[src/hdl/mpwm_pkg.sv]
// Shared types, codes and constants of the multichannel PWM level controller.
// No dependencies; every module of the block imports this package.
`timescale 1ns / 1ps

package mpwm_pkg;

    localparam int NUM_CHANNELS   = 4;
    localparam int CH_W           = 2;
    localparam int LEVEL_W        = 16;
    localparam int LIMIT_W        = 14;
    localparam int CFG_W          = 28;
    localparam int CFG_ADDR_W     = 3;
    localparam int NUM_LIMIT_REGS = 4;

    localparam logic [LEVEL_W-1:0] LEVEL_CAP    = 16'd16383;
    localparam logic [LEVEL_W-1:0] LEVEL_MAX    = 16'hffff;
    localparam logic [CFG_W-1:0]   LIMITS_RESET = 28'd268419072;

    // configuration register indexes
    localparam logic [CFG_ADDR_W-1:0] CFG_CH0_LIMITS  = 3'd0;
    localparam logic [CFG_ADDR_W-1:0] CFG_CH1_LIMITS  = 3'd1;
    localparam logic [CFG_ADDR_W-1:0] CFG_CH2_LIMITS  = 3'd2;
    localparam logic [CFG_ADDR_W-1:0] CFG_CH3_LIMITS  = 3'd3;
    localparam logic [CFG_ADDR_W-1:0] CFG_ON_OFF_MASK = 3'd4;

    typedef enum logic [2:0] {
        OP_SET_LEVEL  = 3'd0,
        OP_ADD_CLAMP  = 3'd1,
        OP_SAT_ADD    = 3'd2,
        OP_SET_OFF    = 3'd3,
        OP_TOGGLE_OFF = 3'd4,
        OP_TIMED      = 3'd5,
        OP_TICK       = 3'd6,
        OP_STATUS     = 3'd7
    } t_op;

    typedef enum logic [1:0] {
        DRV_NONE = 2'd0,
        DRV_LOAD = 2'd1,
        DRV_STOP = 2'd2
    } t_drive;

    typedef enum logic [2:0] {
        ST_IDLE,
        ST_EXEC,
        ST_TICK,
        ST_DRIVE,
        ST_OUT
    } t_state;

    typedef struct packed {
        logic load;       // capture the request fields
        logic exec;       // run a channel command
        logic tick_init;  // snapshot expiring countdowns, start the scan
        logic tick_step;  // restore and count down the scanned channel
        logic advance;    // move the scan to the next channel
        logic drive;      // compute duty for the current channel
    } t_dp_cmd;

    typedef struct packed {
        logic is_tick;
        logic need_drive;
        logic tick_hit;
        logic scan_last;
    } t_dp_status;

endpackage

[src/hdl/multichannel_pwm_level_controller_unit.sv]
// Four-channel PWM level controller. Each request (set level, add with clamp,
// saturating add, set or toggle off, timed pulse, tick, status) is taken one at
// a time: ready is high only while the unit is idle. A channel command goes
// through capture, execute and result, with a duty step between execute and
// result when it drives the output, that step using the shared duty multiplier
// that scales the level into the channel's min/max span. A tick scans the
// channels one per cycle while none expires, and each channel whose timed pulse
// expires passes through the duty step and the output register before the scan
// moves on, emitting one result per restored channel and none when nothing
// expires; its last result carries the last flag. Results wait in an output register until taken. Limit and mask
// registers are to be written through the plain write port only while the unit is idle; the unit does not enforce this.
`timescale 1ns / 1ps

module multichannel_pwm_level_controller_unit (
    input  logic                                i_clk,
    input  logic                                i_rst_n,
    input  logic                                i_cfg_we,
    input  logic [mpwm_pkg::CFG_ADDR_W-1:0]     i_cfg_addr,
    input  logic [mpwm_pkg::CFG_W-1:0]          i_cfg_wdata,
    input  logic                                i_valid,
    output logic                                o_ready,
    input  logic [2:0]                          i_op,
    input  logic [mpwm_pkg::CH_W-1:0]           i_channel,
    input  logic [mpwm_pkg::LEVEL_W-1:0]        i_level,
    input  logic signed [16:0]                  i_increment,
    input  logic                                i_off_value,
    input  logic [13:0]                         i_duration,
    output logic                                o_valid,
    input  logic                                i_ready,
    output logic [mpwm_pkg::CH_W-1:0]           o_out_channel,
    output logic [1:0]                          o_drive,
    output logic [mpwm_pkg::LEVEL_W-1:0]        o_duty,
    output logic [mpwm_pkg::LEVEL_W-1:0]        o_cur_level,
    output logic                                o_is_off,
    output logic                                o_prior_updated,
    output logic                                o_last
);
    import mpwm_pkg::*;

    t_dp_cmd    cmd;
    t_dp_status status;

    mpwm_ctrl u_ctrl (
        .i_clk    (i_clk),
        .i_rst_n  (i_rst_n),
        .i_valid  (i_valid),
        .o_ready  (o_ready),
        .o_valid  (o_valid),
        .i_ready  (i_ready),
        .i_status (status),
        .o_cmd    (cmd)
    );

    mpwm_datapath u_datapath (
        .i_clk           (i_clk),
        .i_rst_n         (i_rst_n),
        .i_cfg_we        (i_cfg_we),
        .i_cfg_addr      (i_cfg_addr),
        .i_cfg_wdata     (i_cfg_wdata),
        .i_op            (i_op),
        .i_channel       (i_channel),
        .i_level         (i_level),
        .i_increment     (i_increment),
        .i_off_value     (i_off_value),
        .i_duration      (i_duration),
        .i_cmd           (cmd),
        .o_status        (status),
        .o_out_channel   (o_out_channel),
        .o_drive         (o_drive),
        .o_duty          (o_duty),
        .o_cur_level     (o_cur_level),
        .o_is_off        (o_is_off),
        .o_prior_updated (o_prior_updated),
        .o_last          (o_last)
    );

endmodule

[src/hdl/mpwm_ctrl.sv]
// Sequencing state machine of the PWM level controller.
// Depends on mpwm_pkg; drives the datapath through t_dp_cmd and reads t_dp_status.
`timescale 1ns / 1ps

module mpwm_ctrl (
    input  logic                  i_clk,
    input  logic                  i_rst_n,
    input  logic                  i_valid,
    output logic                  o_ready,
    output logic                  o_valid,
    input  logic                  i_ready,
    input  mpwm_pkg::t_dp_status  i_status,
    output mpwm_pkg::t_dp_cmd     o_cmd
);
    import mpwm_pkg::*;

    t_state r_state;
    t_state n_state;

    always_ff @(posedge i_clk) begin
        if (!i_rst_n) begin
            r_state <= ST_IDLE;
        end else begin
            r_state <= n_state;
        end
    end

    always_comb begin
        n_state = r_state;
        o_cmd   = '0;
        o_ready = 1'b0;
        o_valid = 1'b0;
        unique case (r_state)
            ST_IDLE: begin
                o_ready = 1'b1;
                if (i_valid) begin
                    o_cmd.load = 1'b1;
                    n_state    = ST_EXEC;
                end
            end
            ST_EXEC: begin
                if (i_status.is_tick) begin
                    o_cmd.tick_init = 1'b1;
                    n_state         = ST_TICK;
                end else begin
                    o_cmd.exec = 1'b1;
                    n_state    = i_status.need_drive ? ST_DRIVE : ST_OUT;
                end
            end
            ST_TICK: begin
                o_cmd.tick_step = 1'b1;
                if (i_status.tick_hit) begin
                    n_state = ST_DRIVE;
                end else if (i_status.scan_last) begin
                    n_state = ST_IDLE;
                end else begin
                    o_cmd.advance = 1'b1;
                end
            end
            ST_DRIVE: begin
                o_cmd.drive = 1'b1;
                n_state     = ST_OUT;
            end
            ST_OUT: begin
                o_valid = 1'b1;
                if (i_ready) begin
                    if (i_status.is_tick && !i_status.scan_last) begin
                        o_cmd.advance = 1'b1;
                        n_state       = ST_TICK;
                    end else begin
                        n_state = ST_IDLE;
                    end
                end
            end
            default: begin
                n_state = ST_IDLE;
            end
        endcase
    end

`ifndef NO_ASSERTIONS
    a_accept_to_exec: assert property (@(posedge i_clk) disable iff (!i_rst_n)
        (i_valid && o_ready) |=> (r_state == ST_EXEC))
        else $error("accepted request did not start execution");

    a_result_held: assert property (@(posedge i_clk) disable iff (!i_rst_n)
        (o_valid && !i_ready) |=> o_valid)
        else $error("stalled result was dropped");

    a_drive_to_out: assert property (@(posedge i_clk) disable iff (!i_rst_n)
        o_cmd.drive |=> (o_valid && !o_ready))
        else $error("duty computation not followed by a result");
`endif

endmodule

[src/hdl/mpwm_datapath.sv]
// Channel state, configuration registers, level arithmetic and duty scaling.
// Depends on mpwm_pkg; controlled by mpwm_ctrl through t_dp_cmd.
`timescale 1ns / 1ps

module mpwm_datapath (
    input  logic                                  i_clk,
    input  logic                                  i_rst_n,
    input  logic                                  i_cfg_we,
    input  logic [mpwm_pkg::CFG_ADDR_W-1:0]       i_cfg_addr,
    input  logic [mpwm_pkg::CFG_W-1:0]            i_cfg_wdata,
    input  logic [2:0]                            i_op,
    input  logic [mpwm_pkg::CH_W-1:0]             i_channel,
    input  logic [mpwm_pkg::LEVEL_W-1:0]          i_level,
    input  logic signed [16:0]                    i_increment,
    input  logic                                  i_off_value,
    input  logic [13:0]                           i_duration,
    input  mpwm_pkg::t_dp_cmd                     i_cmd,
    output mpwm_pkg::t_dp_status                  o_status,
    output logic [mpwm_pkg::CH_W-1:0]             o_out_channel,
    output logic [1:0]                            o_drive,
    output logic [mpwm_pkg::LEVEL_W-1:0]          o_duty,
    output logic [mpwm_pkg::LEVEL_W-1:0]          o_cur_level,
    output logic                                  o_is_off,
    output logic                                  o_prior_updated,
    output logic                                  o_last
);
    import mpwm_pkg::*;

    // captured request
    t_op                   r_op;
    logic [CH_W-1:0]       r_ch;
    logic [LEVEL_W-1:0]    r_lvl;
    logic signed [16:0]    r_inc;
    logic                  r_offv;
    logic [13:0]           r_dur;

    // channel state
    logic [LEVEL_W-1:0]    r_level [NUM_CHANNELS];
    logic [LEVEL_W-1:0]    r_saved [NUM_CHANNELS];
    logic [LEVEL_W-1:0]    r_ticks [NUM_CHANNELS];
    logic [NUM_CHANNELS-1:0] r_off;
    logic [NUM_CHANNELS-1:0] r_upd;
    logic [NUM_CHANNELS-1:0] r_hit_mask;

    // configuration
    logic [CFG_W-1:0]          r_limits [NUM_LIMIT_REGS];
    logic [NUM_LIMIT_REGS-1:0] r_mask;

    // result register
    logic [CH_W-1:0]       r_o_ch;
    t_drive                r_o_drive;
    logic [LEVEL_W-1:0]    r_o_duty;
    logic [LEVEL_W-1:0]    r_o_level;
    logic                  r_o_off;
    logic                  r_o_upd;
    logic                  r_o_last;

    logic                  ch_ok;
    logic [LEVEL_W-1:0]    cur_lvl;
    logic signed [17:0]    add_sum;
    logic [LEVEL_W-1:0]    add_clamp_lvl;
    logic [LEVEL_W-1:0]    sat_lvl;
    logic [16:0]           dur5;
    logic [LEVEL_W-1:0]    pulse_ticks;
    logic [CFG_W-1:0]      lim;
    logic [LIMIT_W-1:0]    lim_lo;
    logic [LIMIT_W-1:0]    lim_hi;
    logic [LIMIT_W-1:0]    span;
    logic [LIMIT_W-1:0]    base;
    logic [LEVEL_W-1:0]    p_lvl;
    logic [29:0]           prod;
    logic [16:0]           duty_sum;
    logic [LEVEL_W-1:0]    duty;
    logic                  more_hits;

    assign ch_ok   = (32'(r_ch) < NUM_CHANNELS);
    assign cur_lvl = r_level[r_ch];

    // signed add used by both add commands
    assign add_sum = $signed({2'b00, cur_lvl}) + $signed({r_inc[16], r_inc});

    always_comb begin
        if (add_sum[17]) begin
            // would go below zero: keep level, still capped
            add_clamp_lvl = (cur_lvl > LEVEL_CAP) ? LEVEL_CAP : cur_lvl;
        end else if (add_sum > $signed({2'b00, LEVEL_CAP})) begin
            add_clamp_lvl = LEVEL_CAP;
        end else begin
            add_clamp_lvl = add_sum[LEVEL_W-1:0];
        end

        if (add_sum[17]) begin
            sat_lvl = '0;
        end else if (add_sum[16]) begin
            sat_lvl = LEVEL_MAX;
        end else begin
            sat_lvl = add_sum[LEVEL_W-1:0];
        end
    end

    // pulse length: five ticks per tenth, saturated to 16 bits
    assign dur5        = {1'b0, r_dur, 2'b00} + {3'b000, r_dur};
    assign pulse_ticks = dur5[16] ? LEVEL_MAX : dur5[LEVEL_W-1:0];

    // duty scaling into the limit span
    assign lim    = r_limits[r_ch];
    assign lim_lo = lim[LIMIT_W-1:0];
    assign lim_hi = lim[2*LIMIT_W-1:LIMIT_W];

    always_comb begin
        if (lim_hi >= lim_lo) begin
            span = lim_hi - lim_lo;
            base = lim_lo;
        end else begin
            span = lim_lo - lim_hi;
            base = lim_hi;
        end
        p_lvl    = r_mask[r_ch] ? LEVEL_CAP : cur_lvl;
        prod     = p_lvl * span;
        duty_sum = {1'b0, prod[29:LIMIT_W]} + {3'b000, base};
        duty     = (duty_sum > {1'b0, LEVEL_CAP}) ? LEVEL_CAP : duty_sum[LEVEL_W-1:0];
    end

    // another restore still pending later in the scan
    always_comb begin
        more_hits = 1'b0;
        for (int k = 0; k < NUM_CHANNELS; k++) begin
            if ((CH_W'(k) > r_ch) && r_hit_mask[k]) begin
                more_hits = 1'b1;
            end
        end
    end

    always_comb begin
        o_status.is_tick    = (r_op == OP_TICK);
        o_status.tick_hit   = (r_ticks[r_ch] == 16'd1);
        o_status.scan_last  = (r_ch == CH_W'(NUM_CHANNELS - 1));
        o_status.need_drive = 1'b0;
        if (ch_ok) begin
            case (r_op) inside
                OP_SET_LEVEL, OP_ADD_CLAMP, OP_SET_OFF, OP_TOGGLE_OFF: begin
                    o_status.need_drive = 1'b1;
                end
                default: begin
                    o_status.need_drive = 1'b0;
                end
            endcase
        end
    end

    // request capture and scan index
    always_ff @(posedge i_clk) begin
        if (i_cmd.load) begin
            r_op   <= t_op'(i_op);
            r_ch   <= i_channel;
            r_lvl  <= i_level;
            r_inc  <= i_increment;
            r_offv <= i_off_value;
            r_dur  <= i_duration;
        end else if (i_cmd.tick_init) begin
            r_ch <= '0;
        end else if (i_cmd.advance) begin
            r_ch <= r_ch + 1'b1;
        end
    end

    // configuration registers
    always_ff @(posedge i_clk) begin
        if (!i_rst_n) begin
            for (int k = 0; k < NUM_LIMIT_REGS; k++) begin
                r_limits[k] <= LIMITS_RESET;
            end
            r_mask <= '0;
        end else if (i_cfg_we) begin
            unique case (i_cfg_addr)
                CFG_CH0_LIMITS:  r_limits[0] <= i_cfg_wdata;
                CFG_CH1_LIMITS:  r_limits[1] <= i_cfg_wdata;
                CFG_CH2_LIMITS:  r_limits[2] <= i_cfg_wdata;
                CFG_CH3_LIMITS:  r_limits[3] <= i_cfg_wdata;
                CFG_ON_OFF_MASK: r_mask      <= i_cfg_wdata[NUM_LIMIT_REGS-1:0];
                default: begin
                end
            endcase
        end
    end

    // channel state
    always_ff @(posedge i_clk) begin
        if (!i_rst_n) begin
            for (int k = 0; k < NUM_CHANNELS; k++) begin
                r_level[k] <= '0;
                r_saved[k] <= '0;
                r_ticks[k] <= '0;
            end
            r_off      <= '0;
            r_upd      <= '0;
            r_hit_mask <= '0;
        end else begin
            if (i_cmd.exec && ch_ok) begin
                case (r_op)
                    OP_SET_LEVEL: begin
                        r_level[r_ch] <= r_lvl;
                        r_ticks[r_ch] <= '0;
                    end
                    OP_ADD_CLAMP: begin
                        r_level[r_ch] <= add_clamp_lvl;
                        r_ticks[r_ch] <= '0;
                    end
                    OP_SAT_ADD: begin
                        r_level[r_ch] <= sat_lvl;
                    end
                    OP_SET_OFF: begin
                        r_off[r_ch] <= r_offv;
                    end
                    OP_TOGGLE_OFF: begin
                        r_off[r_ch] <= ~r_off[r_ch];
                    end
                    OP_TIMED: begin
                        if (!r_off[r_ch]) begin
                            r_saved[r_ch] <= cur_lvl;
                            r_level[r_ch] <= r_lvl;
                            r_ticks[r_ch] <= pulse_ticks;
                            r_upd[r_ch]   <= 1'b1;
                        end
                    end
                    OP_STATUS: begin
                        r_upd[r_ch] <= 1'b0;
                    end
                    default: begin
                    end
                endcase
            end
            if (i_cmd.tick_init) begin
                for (int k = 0; k < NUM_CHANNELS; k++) begin
                    r_hit_mask[k] <= (r_ticks[k] == 16'd1);
                end
            end
            if (i_cmd.tick_step) begin
                if (r_ticks[r_ch] == 16'd1) begin
                    r_level[r_ch] <= r_saved[r_ch];
                end
                if (r_ticks[r_ch] != '0) begin
                    r_ticks[r_ch] <= r_ticks[r_ch] - 1'b1;
                end
            end
            if (i_cmd.drive) begin
                r_upd[r_ch] <= 1'b1;
            end
        end
    end

    // result register
    always_ff @(posedge i_clk) begin
        if (i_cmd.exec) begin
            r_o_ch    <= r_ch;
            r_o_drive <= DRV_NONE;
            r_o_duty  <= '0;
            r_o_level <= '0;
            r_o_off   <= 1'b0;
            r_o_upd   <= 1'b0;
            r_o_last  <= 1'b1;
            if (ch_ok) begin
                case (r_op)
                    OP_SAT_ADD: begin
                        r_o_level <= sat_lvl;
                        r_o_off   <= r_off[r_ch];
                    end
                    OP_TIMED: begin
                        if (r_off[r_ch]) begin
                            r_o_level <= cur_lvl;
                            r_o_off   <= 1'b1;
                        end else begin
                            r_o_drive <= DRV_LOAD;
                            r_o_duty  <= r_lvl;
                            r_o_level <= r_lvl;
                        end
                    end
                    OP_STATUS: begin
                        r_o_level <= cur_lvl;
                        r_o_off   <= r_off[r_ch];
                        r_o_upd   <= r_upd[r_ch];
                    end
                    default: begin
                    end
                endcase
            end
        end else if (i_cmd.drive) begin
            r_o_ch    <= r_ch;
            r_o_level <= cur_lvl;
            r_o_upd   <= 1'b0;
            r_o_last  <= (r_op == OP_TICK) ? !more_hits : 1'b1;
            if (r_off[r_ch]) begin
                r_o_drive <= DRV_STOP;
                r_o_duty  <= '0;
                r_o_off   <= 1'b1;
            end else begin
                r_o_drive <= DRV_LOAD;
                r_o_duty  <= duty;
                r_o_off   <= 1'b0;
            end
        end
    end

    assign o_out_channel   = r_o_ch;
    assign o_drive         = r_o_drive;
    assign o_duty          = r_o_duty;
    assign o_cur_level     = r_o_level;
    assign o_is_off        = r_o_off;
    assign o_prior_updated = r_o_upd;
    assign o_last          = r_o_last;

`ifndef NO_ASSERTIONS
    a_off_stops: assert property (@(posedge i_clk) disable iff (!i_rst_n)
        (i_cmd.drive && r_off[r_ch]) |=> (r_o_drive == DRV_STOP && r_o_duty == '0))
        else $error("off channel was not stopped");

    a_drive_marks_updated: assert property (@(posedge i_clk) disable iff (!i_rst_n)
        i_cmd.drive |=> r_upd[$past(r_ch)])
        else $error("driven channel not marked updated");
`endif

endmodule

[config.mk]
export PLATFORM = sky130hd
export DESIGN_NAME = multichannel_pwm_level_controller_unit
export DESIGN_NICKNAME = d
export VERILOG_FILES = /design/src/hdl/mpwm_pkg.sv /design/src/hdl/multichannel_pwm_level_controller_unit.sv /design/src/hdl/mpwm_ctrl.sv /design/src/hdl/mpwm_datapath.sv
export SDC_FILE = /design/constraint.sdc
export NUM_CORES = 1
export LEC_CHECK = 0
export ABC_CLOCK_PERIOD_IN_PS = 13580
export BUFFER_PORTS_ARGS = -buffer_cell sky130_fd_sc_hd__buf_2
export CORE_MARGIN = 2
export CORE_UTILIZATION = 29
export CTS_CLUSTER_DIAMETER = 200
export DETAILED_ROUTE_END_ITERATION = 8
export SETUP_SLACK_MARGIN = 0.05
export SLEW_MARGIN = 20
export SYNTH_ARGS = -nofsm -noshare
export SYNTH_HDL_FRONTEND = slang
export SYNTH_SLANG_ARGS = --single-unit
[constraint.sdc]
create_clock -name i_clk -period 13.58 [get_ports i_clk]
set_input_delay 1.358 -clock i_clk [delete_from_list [all_inputs] [get_ports i_clk]]
set_output_delay 1.358 -clock i_clk [all_outputs]
set_load 0.01 [all_outputs]
==> results.py <==
metrics = {
    "hold_path": {
        "hp-class": "reg -> reg",
        "hold_end": "u_datapath.r_off[0]",
        "worstHoldStart": "u_datapath.r_off[0]",
        "whs_path_depth": 2,
    },
    "synth": {
        "synth_nets": 3192,
        "synthesis.area_um2": 29400,
        "synthFlopType": "edfxtp_1",
        "ys_seq_area_share_pct": 41.7,
        "synth_cells": 2766,
        "synth-compound-area-share_pct": 10.1,
        "synth_edf_count": 395,
        "syn_avg_cell_area_um2": 10.6,
        "ys_types": 88,
        "synthArstFlopShare_pct": 0,
        "synth_top_family_by_area": "adder cells",
        "yosysWarnings": 0,
        "synthSimpleGateAreaFrac_pct": 15.1,
        "synth-xor-area-share_pct": 2.35,
        "synthAdderAreaFrac_pct": 18.6,
        "synth.mux.area_fraction_pct": 6.59,
        "ys_ff_latch": 416,
    },
    "clock_tree": {
        "clk_latency_ps": 620,
        "cts_sinks": 416,
        "cts_hold_buf": 0,
        "clk_path_buf_depth": 3,
        "numCtsBuffers": 46,
        "htreeDepth": 2,
        "clk_root_buffer_cell": "clkbuf_16",
        "clkSlewWorstSetupHoldPaths_ps": 60,
        "cts_tree": "yes",
    },
    "flow_run": {
        "drv_cap": 0,
    },
    "placement": {
        "place_area_um2": 31600,
        "numPortBuffers": 129,
        "gp_congestion": 0.952,
        "hpwl_um": 65200,
    },
    "layout": {
        "design_area_um2": 33200,
        "diodes": 0,
        "area_growth_syn_to_layout_pct": 12.8,
        "multi_input_area_um2": 15600,
        "area.sequential_um2": 12300,
        "fillCellCount": 10100,
        "layout-drive-gt1-share_pct": 13.6,
        "fin_nets": 3301,
    },
    "die": {
        "die_w_um": 323,
        "ios": 130,
        "die_h_um": 323,
        "start_util_pct": 29.4,
        "rows": 116,
        "core_area_um2": 100000,
        "dieArea_um2": 104000,
    },
    "grt": {
        "grt_pass1_wl_um": 133000,
        "first_global_vias": 21300,
        "grt_util_all_layers_pct": 16.9,
        "grt_max_degree": 54,
        "antenna_found_initial": 5,
        "gr-total-overflow": 0,
    },
    "timing": {
        "tightest_slew_ps": 1120,
        "final-hold-violation-count": 0,
        "finalCritPeriodShare_pct": 93.6,
        "skew_ps": 48.6,
        "slew_headroom_pct": 25.0,
        "rsz0062_at_grt": "false",
        "finalSetupViolCount": 0,
        "fin_crit_ps": 12710,
        "clock.fmax_mhz": 78.7,
        "drv_slew": 0,
        "setup_tns_ps": 0,
    },
    "setup_path": {
        "cp_slowest_cell": "xnor2_1",
        "criticalPathCategory": "reg -> reg",
        "startpoint_type": "register",
        "cp_slowest_stage_delay_ps": 760,
        "arrival_ps": 13030,
        "cp-end-kind": "register",
        "r2r-end": "u_datapath.o_duty[9]",
        "reg2reg_depth": 43,
        "cp_max_fo": 44,
        "worstPathRequired_ps": 13900,
        "rrSetupSlack_ps": 870,
        "cp_common_cell": "fa_1",
    },
    "detailed_routing": {
        "routedWlPerCell_um": 20.7,
        "viasPerCell": 5.06,
        "drtPass1Iterations": 6,
        "via_count": 21600,
        "drt_wl_total_um": 88300,
        "drc": 0,
        "drtIter0Drc": 2090,
        "drtAntennaViolNets": 0,
    },
    "outcome": {
        "status": "finished, final reports clean",
    },
}
[what timing repair did]
item / CTS / global route
setup buffers: 0 / 1
resized for setup: 0 / 1
setup endpoints to repair: 0 / 14
[cell type report]
cell class | instances | share of cell area [%]
inverter | 300 | 3.39
tap | 1357 | 5.11
multi-input combinational | 1938 | 46.9
timing repair buffer | 173 | 2.98
clock inverter | 20 | 0.863
sequential | 416 | 37.0
clock buffer | 59 | 3.70
[cell families (layout without fill, tap and decap cells)]
family | after synthesis | in the layout
buffers and inverters | 412 | 552
adder cells (fa/ha/maj) | 337 | 337
XOR/XNOR | 78 | 78
AO/OA/AOI/OAI | 455 | 455
multiplexers | 112 | 112
flip-flops | 416 | 416
AND/OR/NAND/NOR | 956 | 956
[per-layer routing]
layer	vias to the layer above	routed length, µm	GRT usage, %
met5	-	20	0
met4	4	1820	3.81
met3	118	8360	4.16
met2	954	37900	25.2
met1	10600	40200	24.6
li1	9861	-	-
[flip-flops by register name (all words and copies together) (netlist names), named ones only]
register and cells:
u_datapath.r_level 64, u_datapath.r_op 3, u_datapath.r_hit_mask 3, u_datapath.o_drive 2, u_datapath.o_last 1, u_datapath.r_inc 17
u_datapath.o_cur_level 16, u_datapath.r_dur 14, u_datapath.r_saved 64, u_datapath.r_off 4, u_ctrl.r_state 3, u_datapath.r_ch 2
u_datapath.o_prior_updated 1, u_datapath.r_limits 112, u_datapath.o_is_off 1, u_datapath.r_ticks 64, u_datapath.o_out_channel 2, u_datapath.r_lvl 16
u_datapath.r_offv 1, u_datapath.r_mask 4, u_datapath.o_duty 16, u_datapath.r_upd 4
[cell usage after synthesis (9+ instances only)]
master,instances,area (µm²)
fa_1,169,3380
a21oi_1,100,500
o21ai_1,17,85.1
ha_1,168,2100
nand2_1,272,1020
nor4_1,13,81.3
o22a_1,10,87.6
a21o_1,46,345
mux4_2,63,1420
nor2b_1,24,150
nor3_1,35,175
inv_1,299,1120
buf_2,21,105
nand4_1,15,93.8
nor2_1,352,1320
o22ai_1,41,257
and2_1,85,532
xor2_1,18,158
nand3_1,30,150
o21ai_0,96,480
o21a_1,15,113
xnor2_1,59,517
buf_1,10,37.5
a21boi_0,9,67.6
dfxtp_1,21,420
and3_1,13,81.3
clkbuf_1,71,267
o211ai_1,13,97.6
or2_2,34,213
or3_1,34,213
a211oi_1,16,120
mux2_2,21,236
mux2i_1,27,270
a221o_1,16,160
nand2b_1,18,113
edfxtp_1,395,11900
a31oi_1,22,138
[layout by cell type, fill, tap and decap left out, types with 6 or more instances in the layout]
cell / count
a211oi_1: 16
a21boi_0: 9
a21o_1: 46
a21oi_1: 100
a221o_1: 16
a22oi_1: 6
a31oi_1: 22
and2_1: 85
and3_1: 13
buf_2: 129
buf_4: 43
clkbuf_1: 10
clkbuf_16: 46
dfxtp_1: 19
edfxtp_1: 395
fa_1: 169
ha_1: 168
inv_1: 298
mux2_2: 21
mux2i_1: 27
mux4_2: 63
nand2_1: 270
nand2b_1: 18
nand3_1: 30
nand4_1: 15
nor2_1: 351
nor2b_1: 24
nor3_1: 34
nor4_1: 13
o211ai_1: 13
o21a_1: 15
o21ai_0: 91
o21ai_1: 21
o21bai_1: 6
o22a_1: 10
o22ai_1: 41
or2_2: 34
or3_1: 34
xnor2_1: 56
xor2_1: 18
[metrics by stage]
step | hold WS [ps] | worst slack [ps] | std cells | utilization [%]
finish | 469 | 872 | 4263 | 33.1
global route | 485 | 71.7 | 4263 | 33.1
CTS | 467 | 538 | 4262 | 33.1
detailed placement | 459 | 618 | 4183 | 31.5
global placement | 455 | 857 | 4183 | 31.5
floorplan | 440 | 1170 | 2766 | -
[critical path, delay by kind of cell, from the launching register on]
family          cells  cell delay [ps]
buf+inv             5              310
xor+xnor            2              850
compound gates     14             3490
flops               1              580
fa+ha+maj          10             4440
mux                 2              690
simple gates       10             2020
[worst max path at each step]
stage,startpoint,endpoint,slack (ps),cells past startpoint
floorplan,register,u_datapath.o_duty[4],1170,56
global placement,register,u_datapath.o_duty[8],860,40
detailed placement,register,u_datapath.o_duty[9],620,40
CTS,register,u_datapath.o_duty[1],540,40
global route,register,u_datapath.o_duty[1],70,40
finish,register,u_datapath.o_duty[9],870,43
Power is not shown: default switching activity piles up to over one toggle a cycle in this logic, so the estimate is an artifact.
